**src/design/bbsf_pkg.sv**
```systemverilog
// Shared constants and types for the brace-balanced statement framer.
`default_nettype none
package bbsf_pkg;

	localparam int DEPTH_BITS = 8;

	localparam logic [7:0] CH_LBRACE = 8'h7B;
	localparam logic [7:0] CH_RBRACE = 8'h7D;
	localparam logic [7:0] CH_HASH   = 8'h23;
	localparam logic [7:0] CH_QUOTE  = 8'h22;
	localparam logic [7:0] CH_BSLASH = 8'h5C;
	localparam logic [7:0] CH_NL     = 8'h0A;
	localparam logic [7:0] CH_SEMI   = 8'h3B;
	localparam logic [7:0] CH_SPACE  = 8'h20;
	localparam logic [7:0] CH_TAB    = 8'h09;
	localparam logic [7:0] CH_CR     = 8'h0D;

	typedef enum logic [1:0] {
		END_CONTINUE = 2'd0,
		END_COMPLETE = 2'd1,
		END_DISCARD  = 2'd2
	} end_kind_t;

	typedef logic signed [DEPTH_BITS-1:0] depth_t;

	localparam depth_t DEPTH_MAX = {1'b0, {(DEPTH_BITS-1){1'b1}}};
	localparam depth_t DEPTH_MIN = {1'b1, {(DEPTH_BITS-1){1'b0}}};

endpackage
`default_nettype wire

```
**src/design/brace_balanced_statement_framer.sv**
```systemverilog
// Top level of the brace-balanced statement framer.
//
//  Channel | Handshake                 | Payload
//  --------+---------------------------+------------------------------------
//  input   | in_valid / in_ready       | in_byte, end_of_stream
//  output  | out_valid / out_ready     | out_byte, has_byte, end_kind
//
// One item is taken per cycle while in_ready is high; an item that yields a
// result has it registered into the output register as it is accepted, and
// the parser state is updated in the same cycle, so the next item may follow
// right away. in_ready is low only while a result waits in the output register
// and out_ready is low. arst_n clears parser state and empties output register.
`default_nettype none
module brace_balanced_statement_framer import bbsf_pkg::*; (
	input  wire logic       clk,
	input  wire logic       arst_n,
	input  wire logic       in_valid,
	output logic            in_ready,
	input  wire logic [7:0] in_byte,
	input  wire logic       end_of_stream,
	output logic            out_valid,
	input  wire logic       out_ready,
	output logic [7:0]      out_byte,
	output logic            has_byte,
	output logic [1:0]      end_kind
);

	depth_t depth_q;
	logic   str_q, esc_q, seen_q, cmt_q;

	depth_t    depth_nx;
	logic      str_nx, esc_nx, seen_nx, cmt_nx;
	logic      res_vld, res_has, clr;
	logic [7:0] res_byte;
	end_kind_t res_kind;
	logic      depth_zero, in_acc;

	logic       out_valid_q;
	logic [7:0] out_byte_q;
	logic       has_byte_q;
	end_kind_t  end_kind_q;

	assign depth_zero = (depth_q == '0);
	assign in_ready   = !out_valid_q || out_ready;
	assign in_acc     = in_valid && in_ready;

	always_comb begin
		depth_nx = depth_q;
		str_nx   = str_q;
		esc_nx   = esc_q;
		seen_nx  = seen_q;
		cmt_nx   = cmt_q;
		res_vld  = 1'b0;
		res_byte = in_byte;
		res_has  = 1'b1;
		res_kind = END_CONTINUE;
		clr      = 1'b0;
		priority if (end_of_stream) begin
			res_vld  = 1'b1;
			res_byte = 8'h00;
			res_has  = 1'b0;
			clr      = 1'b1;
			priority if (cmt_q && seen_q && depth_zero) begin
				res_byte = CH_NL;
				res_has  = 1'b1;
				res_kind = END_COMPLETE;
			end else if (seen_q && depth_zero && !str_q) begin
				res_kind = END_COMPLETE;
			end else begin
				res_kind = END_DISCARD;
			end
		end else if (cmt_q) begin
			// Comment bytes are dropped; the closing newline may end the statement.
			if (in_byte == CH_NL) begin
				cmt_nx = 1'b0;
				if (seen_q && depth_zero) begin
					res_vld  = 1'b1;
					res_kind = END_COMPLETE;
					clr      = 1'b1;
				end
			end
		end else begin
			res_vld = 1'b1;
			priority if (esc_q) begin
				esc_nx = 1'b0;
			end else if (str_q) begin
				if (in_byte == CH_BSLASH) begin
					esc_nx = 1'b1;
				end else if (in_byte == CH_QUOTE) begin
					str_nx = 1'b0;
				end
			end else if (in_byte == CH_QUOTE) begin
				str_nx  = 1'b1;
				seen_nx = 1'b1;
			end else if (in_byte == CH_LBRACE) begin
				if (depth_q != DEPTH_MAX) begin
					depth_nx = depth_q + depth_t'(1);
				end
				seen_nx = 1'b1;
			end else if (in_byte == CH_RBRACE) begin
				if (depth_q != DEPTH_MIN) begin
					depth_nx = depth_q - depth_t'(1);
				end
				seen_nx = 1'b1;
			end else if (in_byte == CH_HASH) begin
				cmt_nx  = 1'b1;
				res_vld = 1'b0;
			end else if (in_byte == CH_NL) begin
				// Inside braces a newline is an ordinary kept byte.
				if (depth_zero) begin
					if (seen_q) begin
						res_kind = END_COMPLETE;
						clr      = 1'b1;
					end else begin
						res_vld = 1'b0;
					end
				end
			end else if (in_byte != CH_SPACE && in_byte != CH_TAB &&
				     in_byte != CH_CR && in_byte != CH_SEMI) begin
				seen_nx = 1'b1;
			end
		end
		if (clr) begin
			depth_nx = '0;
			str_nx   = 1'b0;
			esc_nx   = 1'b0;
			seen_nx  = 1'b0;
			cmt_nx   = 1'b0;
		end
	end

	always_ff @(posedge clk or negedge arst_n) begin
		if (!arst_n) begin
			depth_q     <= '0;
			str_q       <= 1'b0;
			esc_q       <= 1'b0;
			seen_q      <= 1'b0;
			cmt_q       <= 1'b0;
			out_valid_q <= 1'b0;
		end else begin
			if (in_acc) begin
				depth_q <= depth_nx;
				str_q   <= str_nx;
				esc_q   <= esc_nx;
				seen_q  <= seen_nx;
				cmt_q   <= cmt_nx;
			end
			if (in_acc) begin
				out_valid_q <= res_vld;
			end else if (out_ready) begin
				out_valid_q <= 1'b0;
			end
		end
	end

	always_ff @(posedge clk) begin
		if (in_acc && res_vld) begin
			out_byte_q <= res_byte;
			has_byte_q <= res_has;
			end_kind_q <= res_kind;
		end
	end

	assign out_valid = out_valid_q;
	assign out_byte  = out_byte_q;
	assign has_byte  = has_byte_q;
	assign end_kind  = end_kind_q;

endmodule
`default_nettype wire

```
**config.mk**
```make
export PLATFORM = sky130hd
export DESIGN_NAME = brace_balanced_statement_framer
export DESIGN_NICKNAME = d
export VERILOG_FILES = /design/src/design/bbsf_pkg.sv /design/src/design/brace_balanced_statement_framer.sv
export SDC_FILE = /design/constraint.sdc
export NUM_CORES = 1
export LEC_CHECK = 0
export ABC_AREA = 0
export ABC_CLOCK_PERIOD_IN_PS = 2900
export BUFFER_PORTS_ARGS = -buffer_cell sky130_fd_sc_hd__buf_2
export CAP_MARGIN = 30
export CORE_MARGIN = 3
export CORE_UTILIZATION = 55
export DETAILED_ROUTE_END_ITERATION = 8
export MAX_ROUTING_LAYER = met4
export PLACE_DENSITY = 0.78
export SLEW_MARGIN = 20
export SYNTH_ARGS = -nofsm -noshare
export SYNTH_HDL_FRONTEND = slang
export SYNTH_SLANG_ARGS = --single-unit
```
**constraint.sdc**
```tcl
create_clock -name clk -period 2.9 [get_ports clk]
set_input_delay 0.29 -clock clk [delete_from_list [all_inputs] [get_ports clk]]
set_output_delay 0.29 -clock clk [all_outputs]
set_load 0.03 [all_outputs]
```
==> reports/metrics.yaml, run 1 <==
gp_congestion: 0.886
vias: 1377
path_cells: "nor4_1, nand3_1, o21ai_0, a21oi_1, nor2_1"
ir_drop_mv: 0.426
setup_ws_ns: 0.339
syn_area_um2: 1540
grt_max_degree: 15
timing.rr.start: "depth_q[2]"
synthXorXnorAreaFrac_pct: 3.41
start_util_pct: 59.9
cts_tree: "yes"
first_pass_iters: 4
drive_gt1_share_pct: 16.6
cts_made_buffers: 3
routed_wl_mm: 3.38
routedWlPerCell_um: 14.8
startpoint: "depth_q[2]"
final.setup.tns_ns: 0
reg2reg_depth: 5
skew_ns: 0.00340
endpoint: "out_byte[7]"
fin_nets: 220
worstMarginPinSlew_ns: 0.872
synth_cell_types: 44
min_path_type: "in2reg"
clock_sinks: 24
reg2reg_slack_ns: 0.34
slew_headroom_pct: 41.7
endpoint_kind: "flop"
cts.reportedPaths.clkPinSlew_ns: 0.13
setup_viol: 0
cts_resized: 0
max_clock_freq_mhz: 390
core_area_um2: 2570
period_needed_ns: 2.56
status: "complete, no violations"
die_x_um: 58.9
grt-ovfl-total: 0
synth_top_family_by_area: "simple AND/OR/NAND/NOR gates"
grt_pass1_wl_mm: 5.77
synth_common_cells: "21 x nor2_1, 13 x dfrtp_1, 13 x inv_1"
grt_setup_unrepaired: "no"
syn-num-nets: 192
p_leak_nw: 0.774
yosys.area.top_type: "edfxtp_1"
synth_fa_ha_area_share_pct: 6.18
syn_area_per_cell_um2: 8.95
ys_ff_latch: 24
ys_seq_area_share_pct: 42.6
place_area_um2: 1690
root_buffer: "clkbuf_4"
period_share_pct: 88.3
synth_async_sr_flop_share_pct: 54.2
max-cap-violations: 0
worstPathArrival_ns: 2.52
yosys-top-cells-area: "edfxtp_1 21%, dfrtp_1 21%, nor2_1 5.1%, ha_1 4.9%, o21ai_0 3.9%"
num_antenna_cells: 0
vias_per_cell: 6.01
hold_viol_final: 0
insertion_delay_ns: 0.32
portBuffers: 25
synthMuxAreaShare_pct: 0
ys_warn_count: 0
drt_iter0_drc: 84
grt_pass1_vias: 1299
criticalPathCategory: "reg2reg"
gr-usage-all-layers_pct: 22.1
die_y_um: 58.9
dieArea_um2: 3470
clockBufferDepth: 2
synth_top_area_share_pct: 21.5
reg2reg_to: "out_byte[7]"
ios: 26
synth_edf_count: 11
antenna_found_initial: 0
holdWs_ns: 0.228
cpPeakStageDelay_ns: 0.67
synth_compound_area_share_pct: 15.8
place_ws_ns: 0.0534
synth_ff_type: "dfrtp_1"
synth_simple_gate_area_share_pct: 27.4
rows: 18
yosysMostFrequentCell: "nor2_1"
synthCells: 172
dpl.hpwl_mm: 2.60
fin_area_um2: 1760
finalMaxSlewViolations: 0
postRouteAntennaNets: 0
hp-start: "in_valid"
htreeDepth: 1
critPathLaunchType: "flop"
critical-path-slowest-cell: "nor2_1"
syn_to_final_growth_pct: 14.1
worst-endpoint-required_ns: 2.86
powerDensity_nw_per_um2: 424
drc: 0
hold_path_depth: 3
cp_max_fo: 11
## worst max-delay path, delay by kind of cell, from the launching register on
kind / cells / cell delay, ns
compound gates: 2 / 0.33
simple gates: 3 / 1.43
flops: 1 / 0.44
## stage by stage
stage,cells,total power [mW],util [%]
floorplan,172,0.466,-
global placement,224,0.504,66.0
detailed placement,224,0.506,66.0
CTS,229,0.751,68.4
global route,229,0.781,68.4
finish,229,0.746,68.4
## final cells by class
type | count | area, um^2
sequential | 24 | 656
multi-input combinational | 130 | 812
inverter | 13 | 48.8
tap | 30 | 37.5
clock inverter | 1 | 30.0
timing repair buffer | 28 | 150
fill | 207 | 811
clock buffer | 3 | 22.5
## repair_timing
item | in CTS | in global routing
endpoints found under the hold margin | 13 | 0
setup buffers | 0 | 0
hold buffers | 1 | 0
## registers in the layout, indices dropped and copies added, names as in the netlist
| signal | count |
|---|---|
| out_byte | 8 |
| end_kind | 2 |
| str_q | 1 |
| depth_q | 8 |
| has_byte | 1 |
| cmt_q | 1 |
| seen_q | 1 |
| out_valid | 1 |
| esc_q | 1 |
## how the worst min path moves through the flow
| stage | endpoint | slack, ns |
|---|---|---|
| global placement | depth_q[7] | 0.19 |
| finish | out_valid | 0.23 |
| CTS | out_valid | 0.22 |
| floorplan | cmt_q | -0.006 |
| detailed placement | depth_q[0] | 0.19 |
| global route | out_valid | 0.22 |
## logic make-up after synthesis
| family | after synthesis |
|---|---|
| buffers and inverters | 18 |
| flip-flops | 24 |
| adder cells (fa/ha/maj) | 7 |
| AO/OA/AOI/OAI | 38 |
| AND/OR/NAND/NOR | 79 |
| XOR/XNOR | 6 |
## routing by layer
metal  part of all wire (%)  vias up  global-route usage [%]
met4                    1.7        0                    6.80
met3                    8.8       11                    4.61
met1                     47      622                    30.2
met2                     42       60                    33.1
li1                       -      684                       -
met5                      0        -                       -
## layout by cell type, fill, tap and decap left out, drive strengths merged, types with 2 or more instances in the layout
cell / count
or4b: 2
nor3b: 2
nand2b: 5
clkbuf: 3
xnor2: 2
nor2: 21
xor2: 4
nor2b: 8
inv: 13
nand4: 6
buf: 27
nand3: 4
nor4: 2
nand2: 12
edfxtp: 11
nor3: 6
a31oi: 2
or3: 3
o21ai: 13
dfrtp: 13
ha: 6
a211o: 2
a21oi: 10
o2111ai: 2
## power by group
| group | switching [mW] | internal [mW] | total, mW |
|---|---|---|---|
| sequential | 0.00700 | 0.373 | 0.380 |
| combinational | 0.0838 | 0.0392 | 0.123 |
| clock | 0.103 | 0.140 | 0.242 |
| total | 0.193 | 0.552 | 0.746 |
(Power assumes the default switching activity.)
==> run 2, diff against run 1 <==
- ABC_CLOCK_PERIOD_IN_PS: 2900 -> 2800
- CTS_CLUSTER_DIAMETER: default -> 200
- clock period: 2.9 -> 2.8 ns (I/O delays scaled with it)
==> run 2 against run 1 <==
Non-clock buffer count increased by 4. Design area rose by 0.36%. Clock power down 36%. Sequential share of layout area shrank 0.13 points. Clock-buffer cell count is the same. Critical path depth up 7. First-iteration DRC count fell by 24%. Combinational power grew 3%. Sequential cell count is the same. Largest power group unchanged. Core utilization is 0.24 points higher. Via count increased by 3.5%. Wire length up 2.2%.
==> reports/metrics.yaml, run 2 (synthesized netlist as in run 1, its figures left out) <==
routed_wl_mm: 3.46  # +2.2%
dp_cells: 228  # +1.8%
setup_viol: 0  # unchanged
reg2reg_depth: 5  # unchanged
ios: 26  # unchanged
startpoint: "in_byte[7]"
worstPathArrival_ns: 2.63  # +0.11 ns
sequentialPowerShare_pct: 58.3  # +7.3 points
internal-power_mw: 0.480  # -13%
grt_setup_unrepaired: "no"
status: "complete, no violations"
wl_met1_mm: 1.59  # -0.87%
worstMarginPinSlew_ns: 0.556  # -0.315 ns
grt_max_degree: 14  # -1
cts_made_buffers: 3  # unchanged
criticalPathCategory: "in2reg"
vias: 1425  # +3.5%
hp-start: "in_valid"
gr-usage-all-layers_pct: 22.7  # +0.57 points
ir_drop_mv: 0.320  # -25%
endpoint_kind: "flop"
worst-endpoint-required_ns: 3.01  # +0.15 ns
gp_congestion: 0.869  # -1.9%
drt_iter0_drc: 64  # -24%
dpl.hpwl_mm: 2.69  # +3.5%
core_area_um2: 2570  # unchanged
drc: 0  # unchanged
start_util_pct: 59.9  # unchanged
switching_share_pct: 28.9  # +3.0 points
p_switching_mw: 0.195  # +1.1%
finalMaxSlewViolations: 0  # unchanged
num_antenna_cells: 0  # unchanged
cts.reportedPaths.clkPinSlew_ns: 0.14  # about the same
period_share_pct: 86.7
first_pass_iters: 4  # unchanged
cts_tree: "yes"
dieArea_um2: 3470  # unchanged
portBuffers: 25  # unchanged
htreeDepth: 1  # unchanged
grt_pass1_wl_mm: 5.99  # +3.8%
grt_pass1_vias: 1339  # +3.1%
final_util_pct: 68.7  # +0.24 points
route.met2.wl_mm: 1.57  # +11%
die_y_um: 58.9  # unchanged
antenna_found_initial: 0  # unchanged
hold_path_depth: 3  # unchanged
critPathLaunchType: "primary input"
max_clock_freq_mhz: 412
rows: 18  # unchanged
multi_input_area_um2: 815  # +0.31%
critical-path-slowest-cell: "ha_1"
finalNonFillerCells: 233  # +1.7%
holdWs_ns: 0.214  # -0.0139 ns
grt-ovfl-total: 0  # unchanged
place_ws_ns: -0.0391  # -0.0925 ns
timing.rr.start: "depth_q[2]"
setup_ws_ns: 0.373  # +0.0342 ns
routedWlPerCell_um: 14.8  # +0.43%
reg2reg_slack_ns: 0.44  # +0.10 ns
power_frac_clock_pct: 22.9  # -9.6 points
root_buffer: "clkbuf_4"
pwr-share-comb_pct: 18.8  # +2.3 points
cpPeakStageDelay_ns: 0.31  # -0.36 ns
path_cells: "buf_2, and4b_1, nand3_1, nor2_1, inv_1, ha_1, a21oi_1, o2111ai_1, o211ai_1, xor2_1, nor3_1, a211o_1"
powerDensity_nw_per_um2: 383  # -9.7%
topRoutingLayerUsed: "met4"
insertion_delay_ns: 0.31  # about the same
vias_per_cell: 6.12  # +1.7%
fin_nets: 224  # +1.8%
hold_path_end: "out_valid"
skew_ns: 0.00858  # +0.00518 ns
drive_gt1_share_pct: 18.2  # +1.6 points
dr_wl_met3_um: 266  # -11%
min_path_type: "in2reg"
clock_sinks: 24  # unchanged
clockBufferDepth: 2  # unchanged
period_needed_ns: 2.43
syn_to_final_growth_pct: 14.6
regArea_um2: 656  # unchanged
slew_headroom_pct: 62.4  # +21 points
final_cell_mix: "25 x buf_2, 20 x nor2_1, 13 x inv_1, 13 x dfrtp_1"
p_leak_nw: 0.780  # +0.69%
final_common_cell: "buf_2"
finalPower_mw: 0.675  # -9.4%
reg2reg_to: "out_byte[1]"
fill_cells: 226  # +9.2%
postRouteAntennaNets: 0  # unchanged
die_x_um: 58.9  # unchanged
cp_max_fo: 6  # -5
max-cap-violations: 0  # unchanged
hold_viol_final: 0  # unchanged
-- run 2: cell count changes in the layout (fill, tap and decap cells not counted), sizes merged --
cell	before	now
bufinv	1	0
clkinv	0	1
buf	27	31
-- run 2: worst max path at each step --
stage | endpoint | slack (ns) | depth (start not counted)
global placement | out_byte[0] | 0.08 | 7
detailed placement | has_byte | -0.04 | 6
finish | depth_q[7] | 0.37 | 12
global route | depth_q[7] | 0.22 | 12
CTS | out_byte[3] | 0.27 | 5
floorplan | end_kind[0] | 0.26 | 7
-- run 2: critical path, delay by kind of cell --
family,cells,cell delay [ns]
adder cells (fa/ha/maj),1,0.31
AO/OA/AOI/OAI,4,0.87
XOR/XNOR,1,0.23
buffers and inverters,2,0.27
AND/OR/NAND/NOR,4,0.66
-- run 2: power groups by stage --
stage	clock (mW)	combinational [mW]	sequential, mW
after floorplan	0	0.0596	0.423
after global placement	0	0.122	0.401
after detailed placement	0	0.124	0.401
after CTS	0.156	0.126	0.394
after global routing	0.169	0.140	0.396
final	0.155	0.127	0.394
-- run 2: final cells by class --
cell class	instances	share of cell area, %
Multi-Input combinational cell	130	46.2
Sequential cell	24	37.2
Timing Repair Buffer	32	10.2
Inverter	13	2.77
Tap cell	30	2.13
Clock buffer	3	1.28
Clock inverter	1	0.213
-- run 2: stage by stage --
step / setup TNS, ns / area, um^2
5_1_grt: 0 / 1760
3_5_place_dp: -0.428 / 1720
6_report: 0 / 1760
3_3_place_gp: 0 / 1720
4_1_cts: 0 / 1760
2_1_floorplan: 0 / 1540
-- run 2: timing repair --
| item | CTS | global route |
|---|---|---|
| endpoints found under the hold margin | 13 | 0 |
| gates resized for setup | 0 | 1 |
| setup buffers | 0 | 0 |
| endpoints found under the setup margin | 0 | 11 |
| hold buffers | 1 | 0 |
-- run 2: per-layer routing --
metal / GRT usage (%) / vias to the layer above
li1: - / 691
met3: 2.19 / 4
met2: 36.3 / 66
met5: - / -
met4: 4.53 / 0
met1: 31.6 / 664
==> run 3, diff against run 2 <==
- CORE_MARGIN: 3 -> 2
==> run 3 against run 2 <==
Worst setup slack better by 0.061 ns. Core utilization is 3.6 points lower. Register-to-register slack better by 0.08 ns. Critical path depth stayed put. Sequential cell count stayed put. Via count is 2.9% lower. Cell count is 0.86% lower. Wire length is 4.0% lower. First-iteration DRC count is 27% lower. Fmax is 2.6% higher.
==> reports/metrics.yaml, run 3 (synthesized netlist as in run 1, its figures left out) <==
worstPathArrival_ns: 2.59  # -0.04 ns
cts.reportedPaths.clkPinSlew_ns: 0.14  # about the same
finalNonFillerCells: 231  # -0.86%
cts_made_buffers: 3  # unchanged
fin_nets: 221  # -1.3%
grt_pass1_vias: 1263  # -5.7%
finalMaxSlewViolations: 0  # unchanged
path_cells: "buf_2, and4b_1, nand3_1, nor2_1, inv_1, ha_1, nand3_1, o2111ai_1, o211ai_1, xor2_1, nor3b_1, a211o_1"
endpoint_kind: "flop"
post_cts_buffers: 0  # unchanged
place_area_um2: 1700  # -1.2%
criticalPathCategory: "in2reg"
period_needed_ns: 2.37  # -0.0609 ns
sequentialPowerShare_pct: 53.4  # -4.9 points
p_switching_mw: 0.202  # +3.2%
vias_per_cell: 5.99  # -2.0%
slew_headroom_pct: 55.9  # -6.6 points
clockBufferDepth: 2  # unchanged
fin_area_um2: 1760  # unchanged
postRouteAntennaNets: 0  # unchanged
root_buffer: "clkbuf_4"
critical-path-slowest-cell: "ha_1"
crit_top_cell: "nand3_1"
dp_cells: 226  # -0.88%
num_antenna_cells: 0  # unchanged
syn_to_final_growth_pct: 14.6  # unchanged
die_x_um: 56.9  # -3.4%
ios: 26  # unchanged
status: "complete, no violations"
cpPeakStageDelay_ns: 0.42  # +0.11 ns
grt_max_degree: 15  # +1
holdWs_ns: 0.197  # -0.0172 ns
ir_drop_mv: 0.285  # -11%
routedWlPerCell_um: 14.4  # -3.2%
gr-usage-all-layers_pct: 22.2  # -0.51 points
die_y_um: 56.9  # -3.4%
cp_max_fo: 6  # unchanged
routed_wl_mm: 3.32  # -4.0%
p_leak_nw: 0.778  # -0.25%
grt-ovfl-total: 0  # unchanged
min_path_type: "in2reg"
max_clock_freq_mhz: 423  # +2.6%
pwr-share-comb_pct: 17.0  # -1.8 points
skew_ns: 0.00335  # -0.00523 ns
hold_viol_final: 0  # unchanged
powerDensity_nw_per_um2: 418  # +9.2%
drc: 0  # unchanged
reg2reg_slack_ns: 0.52  # +0.08 ns
antenna_found_initial: 0  # unchanged
cts_tree: "yes"
final_common_cell: "buf_2"
insertion_delay_ns: 0.32  # about the same
final_util_pct: 65.1  # -3.6 points
grt_pass1_wl_mm: 5.56  # -7.1%
portBuffers: 25  # unchanged
drt_iter0_drc: 47  # -27%
setup_viol: 0  # unchanged
core_area_um2: 2710  # +5.6%
first_pass_iters: 5  # +1
rows: 19  # +1
critPathLaunchType: "primary input"
worst-endpoint-required_ns: 3.02  # about the same
dieArea_um2: 3240  # -6.7%
htreeDepth: 1  # unchanged
vias: 1384  # -2.9%
gp_congestion: 0.918  # +5.6%
start_util_pct: 56.8  # -3.2 points
power_frac_clock_pct: 29.6  # +6.7 points
max-cap-violations: 0  # unchanged
grt_setup_unrepaired: "no"
internal-power_mw: 0.536  # +12%
switching_share_pct: 27.4  # -1.6 points
clock_sinks: 24  # unchanged
drive_gt1_share_pct: 17.5  # -0.73 points
final_cell_mix: "25 x buf_2, 20 x nor2_1, 13 x inv_1, 13 x dfrtp_1"
period_share_pct: 84.5  # -2.2 points
worstMarginPinSlew_ns: 0.661  # +0.104 ns
dpl.hpwl_mm: 2.55  # -5.1%
final.setup.tns_ns: 0  # unchanged
-- run 3: cell count changes in the layout (fill, tap and decap cells not counted), sizes merged --
| cell | before | now |
|---|---|---|
| buf | 31 | 28 |
| clkbuf | 3 | 4 |
| clkinv | 1 | 0 |
-- run 3: layer usage --
layer  routed length [um]  part of all wire, %  track usage [%]
met3                  262                  7.9             3.46
met2                 1530                   46             34.2
met5                    0                    0                -
met4                   19                 0.57             5.32
met1                 1510                   45             31.0
-- run 3: final timing paths --
path,from,to,depth (start not counted)
setup / recovery,in_byte[7],depth_q[7],12
hold / removal,in_valid,out_valid,3
setup reg to reg,depth_q[2],depth_q[7],6
hold reg to reg,seen_q,seen_q,2
max in group asynchronous,arst_n,str_q,2
min in group asynchronous,arst_n,depth_q[5],2
-- run 3: what timing repair did --
item                                    CTS  global route
hold endpoints to repair                 13             0
endpoints found under the setup margin    0            11
resized for setup                         0             1
hold buffers                              1             0
-- run 3: critical path, delay by kind of cell --
| kind | cells | cell delay [ns] |
|---|---|---|
| AOI/OAI and AO/OA | 3 | 0.55 |
| adders and majority gates | 1 | 0.42 |
| xor gates and xnor gates | 1 | 0.17 |
| buffers and inverters | 2 | 0.27 |
| and+or+nand+nor | 5 | 0.88 |
-- run 3: power groups by stage --
stage	registers [mW]	clock network (mW)	logic, mW
after floorplan	0.423	0	0.0596
after global placement	0.401	0	0.120
after detailed placement	0.401	0	0.122
after CTS	0.394	0.221	0.123
after global routing	0.395	0.233	0.136
final	0.394	0.219	0.125
-- run 3: layout make-up --
cell class              count  area, um^2
multi-input cells         130         815
inverters                  13        48.8
flip-flops and latches     24         656
clock buffers               4        47.5
repair buffers             29         158
well taps                  31        38.8
fillers                   226         947
-- run 3: per-stage QoR --
step	setup slack (ns)	total power [mW]
2_1_floorplan	0.264	0.482
3_3_place_gp	0.147	0.520
3_5_place_dp	0.0714	0.524
4_1_cts	0.275	0.738
5_1_grt	0.217	0.764
6_report	0.434	0.737
